`src/design/fsnt_ram.sv`:
```
module fsnt_ram #(
  parameter int Width = 8,
  parameter int Depth = 16
) (
  input  logic                     clk_i,
  input  logic                     we_i,
  input  logic [$clog2(Depth)-1:0] waddr_i,
  input  logic [Width-1:0]         wdata_i,
  input  logic [$clog2(Depth)-1:0] raddr_i,
  output logic [Width-1:0]         rdata_o
);

  logic [Width-1:0] mem [Depth];

  always_ff @(posedge clk_i) begin
    if (we_i) begin
      mem[waddr_i] <= wdata_i;
    end
    rdata_o <= mem[raddr_i];
  end

endmodule

```
`config.mk`:
```
export PLATFORM = sky130hd
export DESIGN_NAME = fsnt_ram
export DESIGN_NICKNAME = d
export VERILOG_FILES = /design/src/design/fsnt_ram.sv
export SDC_FILE = /design/constraint.sdc
export NUM_CORES = 1
export LEC_CHECK = 0
export ABC_AREA = 1
export ABC_CLOCK_PERIOD_IN_PS = 1300
export BUFFER_PORTS_ARGS = -buffer_cell sky130_fd_sc_hd__buf_4
export CAP_MARGIN = 25
export CORE_MARGIN = 4
export CORE_UTILIZATION = 42
export CTS_CLUSTER_SIZE = 8
export DETAILED_ROUTE_END_ITERATION = 10
export GPL_ROUTABILITY_DRIVEN = 1
export SLEW_MARGIN = 20
export SYNTH_ARGS = -nofsm -noshare
export SYNTH_HDL_FRONTEND = slang
export SYNTH_SLANG_ARGS = --single-unit
```
`constraint.sdc`:
```
create_clock -name clk_i -period 1.3 [get_ports clk_i]
set_clock_uncertainty 0.15 [all_clocks]
set_input_delay 0.325 -clock clk_i [delete_from_list [all_inputs] [get_ports clk_i]]
set_output_delay 0.325 -clock clk_i [all_outputs]
set_load 0.005 [all_outputs]
```
**Yosys cells after proc, flatten, opt, wreduce, memory -nomap -nowiden**

Memory sizes are Yosys's and may differ from the RTL's. A register that Yosys moved wholly into a read port is not among the register bits.
Cells that the tools add are included.

- Mux-type cells: 2

Operator list:

| cell | number |
|---|---|
| $mux 1 | 2 |

- Bits in writable memories: 128
- Word-level logic and storage cells: 3
- Bits of input ports: 18
- Flip-flop bits (word level): 0
- Memories: 1

Memories:

| memory | words | width | rd ports | clocked after Yosys merged registers in | wr ports | line | source |
|---|---|---|---|---|---|---|---|
| mem | 16 | 8 | 1 | 1 | 1 | 13 | `logic [Width-1:0] mem [Depth];` |

**Longest topological paths before layout**

- Depth in word-level cells: 2
- Gate-level depth with buffers: 8

**Worst setup path before layout**

No wires, ideal clock.

- Kind: input to register
- Start: in waddr_i[2]
- End: mem mem[10][0], enable pin
- Library setup time: 0.370 ns
- Arrival: 0.906 ns
- Buffers on the path: 0
- Path slack: -0.126 ns
- Stages on the path: 2
- Data required time: 0.780 ns
- Path through: nand3b_1 nor2_1

RTL lines:

| item | line | source |
|---|---|---|
| start: declaration | 7 | `input logic [$clog2(Depth)-1:0] waddr_i,` |
| end: declaration | 13 |  |

No word-level cell before the write port.

**Final worst setup path**

- Start: reg rdata_o[4] (read register of mem)
- End: out rdata_o[4]

RTL lines:

| item | line | source |
|---|---|---|
| start: declaration | 10 | `output logic [Width-1:0] rdata_o` |

No word-level cell between the ends.

==> results.yml <==
sta:
  setup-violations-final: 7
  max_freq_ghz: 0.758
  finalSetupTns_ps: -54.8
  slew_headroom_pct: 81.3
  drv_slew: 0
  finalHoldViolations: 0
  fin_crit_sh_pct: 101
  post-route-min-period_ps: 1320
  fin_ws_ps: -18.9
  fin_hold_ws_ps: 72.6
  worst_pin_slew_ps: 280
  rsz0062_at_grt: "yes"
drt:
  drt-wirelength-per-cell_um: 15.5
  routed_via_density: 4.82
  wl_um: 12300
  drt_pass1_iterations: 5
  vias: 3830
  drc_errors: 0
  drtAntennaViolNets: 0
  drtIter0Drc: 349
synth:
  ys_warn_count: 0
  netlist_area_um2: 5770
  synthCells: 551
  synth_top_cell_by_area: "edfxtp_1"
  synth_edf_count: 128
  synth_cell_types: 12
  ys_seq_area_share_pct: 69.4
  synth_top_area_share_pct: 66.7
  ys.flop_type: "edfxtp_1"
  ys_ff_latch: 136
  syn_nets: 569
  syn_area_per_cell_um2: 10.5
  synth-async-reset-ratio_pct: 0
  synthTopCellsByCount: "nand2_1 (173), edfxtp_1 (128), inv_1 (100)"
  ys_top_cells_by_area: "edfxtp_1 (67%), nand2_1 (11%), nand3_1 (8.4%), inv_1 (6.5%), dfxtp_1 (2.8%)"
  yosysMostFrequentCell: "nand2_1"
grt:
  grt_pass1_vias: 3772
  grt_pass1_wl_um: 20000
  overflow: 0
  grt_usage_pct: 16.5
  grt_max_degree: 41
  antenna_found_initial: 0
critical_path:
  cp_top_family: "flip-flops"
  critPathKind: "register to output port"
  path_cells: "buf_6"
  path_buf_inv: 1
  cp.arrival_ps: 840
  required_ps: 820
  cpPeakStageDelay_ps: 330
  worst_path_max_delay_cell: "dfxtp_2"
  worst_setup_path_end_kind: "output port"
  r2r-start: "mem[11][2]"
  r2r-end: "rdata_o[2]"
  regToRegSetupSlack_ps: 140
  path_max_fanout: 1
  reg2regPathDepth: 6
  worstSetupStartpointType: "register"
clock_tree:
  post-cts-setup-buffers: 0
  cts_sinks: 136
  clk_latency_ps: 410
  numCtsBuffers: 17
  clk_pin_slew_ps: 60
  cts-root-buf: "clkbuf_16"
  cts_buffer_depth: 2
  cts_tree: "yes"
  h-tree-depth: 4
run_status:
  status: "complete, but fails checks"
  violations: "negative setup slack"
place:
  dp_hpwl_um: 8070
  place.gp.congestion: 0.888
  port_buffers: 25
  place_inst: 762
  placed_area_um2: 6400
layout:
  diodes: 0
  regArea_um2: 4010
  nFillCells: 1162
  nets: 623
  drive_gt1_share_pct: 17.0
  final_cell_count_no_fill: 794
  multiInputGateArea_um2: 1230
  area_growth_pct: 23.3
  post-route-cell-area_um2: 7110
floorplanning:
  die_area_um2: 15700
  die_h_um: 125
  initial_core_util_pct: 43.2
  die_w_um: 125
  rows: 42
  io_pins: 26
  fp.coreArea_um2: 13300
worst_hold_path:
  min_path_type: "input port to register"
  min_from: "wdata_i[2]"
  hold_depth: 1
  hold_path_end: "mem[9][2]"
pwr:
  cellPowerDensity_nw_per_um2: 1550
  power_leakage_nw: 3.07
  irDropWorstVdd_mv: 1.09
run:
  maxCapViolations: 0
flip-flops by register name, indices dropped and copies added (netlist names):
name and cells:
mem 128, rdata_o 8
per-layer routing:
layer / track usage (%) / vias to the layer above / wire (µm)
li1: - / 1884 / -
met1: 20.8 / 1795 / 5270
met2: 27.4 / 118 / 6210
met3: 3.67 / 33 / 510
met4: 7.40 / 0 / 355
met5: 0 / - / 0
worst max-delay path by stage:
| stage | start | end | slack (ps) | cells after the start |
|---|---|---|---|---|
| finish | rdata_o[4] | rdata_o[4] | -20 | 1 |
| global route | rdata_o[4] | rdata_o[4] | -50 | 1 |
| CTS | rdata_o[4] | rdata_o[4] | -40 | 1 |
| detailed placement | raddr_i[0] | rdata_o[3] | -200 | 7 |
| global placement | raddr_i[0] | rdata_o[3] | -190 | 7 |
| floorplan | waddr_i[2] | mem[10][0] | -130 | 2 |
timing repair:
item,CTS,global route
cloned,0,0
setup endpoints to repair,8,8
hold buffers,0,0
resized for setup,9,3
cell families after synthesis:
family / synth area share, %
DFF: 69.4
and+or+nand+nor: 21.0
buffers and inverters: 9.52
final cells by class:
class	instances	share of cell area, %
clock buffer	17	5.98
clock inverter	15	3.52
inverter	102	5.39
multi-input combinational	289	17.3
sequential	136	56.4
tap	176	3.10
timing repair buffer	59	8.31
cell usage in the layout (no fill, tap or decap):
master	netlist	routed
nand2_1	173	173
edfxtp_1	128	128
inv_1	100	100
nand3_1	97	97
buf_4	4	43
clkbuf_16	0	17
nor2_1	17	11
buf_12	0	10
nor2_2	0	6
bufinv_16	0	6
buf_6	6	6
dfxtp_2	0	6
clkinvlp_4	0	4
clkinv_4	0	3
inv_2	2	2
nand3b_1	2	2
dfxtp_1	8	2
clkinv_2	0	1
inv_6	0	1
stage by stage:
step / utilization [%] / setup slack [ps] / total power [mW]
final: 53.3 / -18.9 / 11.0
after global placement: 48.0 / -193 / 5.68
after detailed placement: 48.0 / -196 / 5.69
after global routing: 53.3 / -49.2 / 11.4
after floorplan: - / -126 / 5.37
after CTS: 53.2 / -38.5 / 11.1
report_power, final:
part | internal (mW) | switching (mW)
sequential | 4.91 | 0.0323
clock | 3.60 | 1.79
combinational | 0.266 | 0.414
total | 8.78 | 2.23
Power figures use the tool's default switching activity.
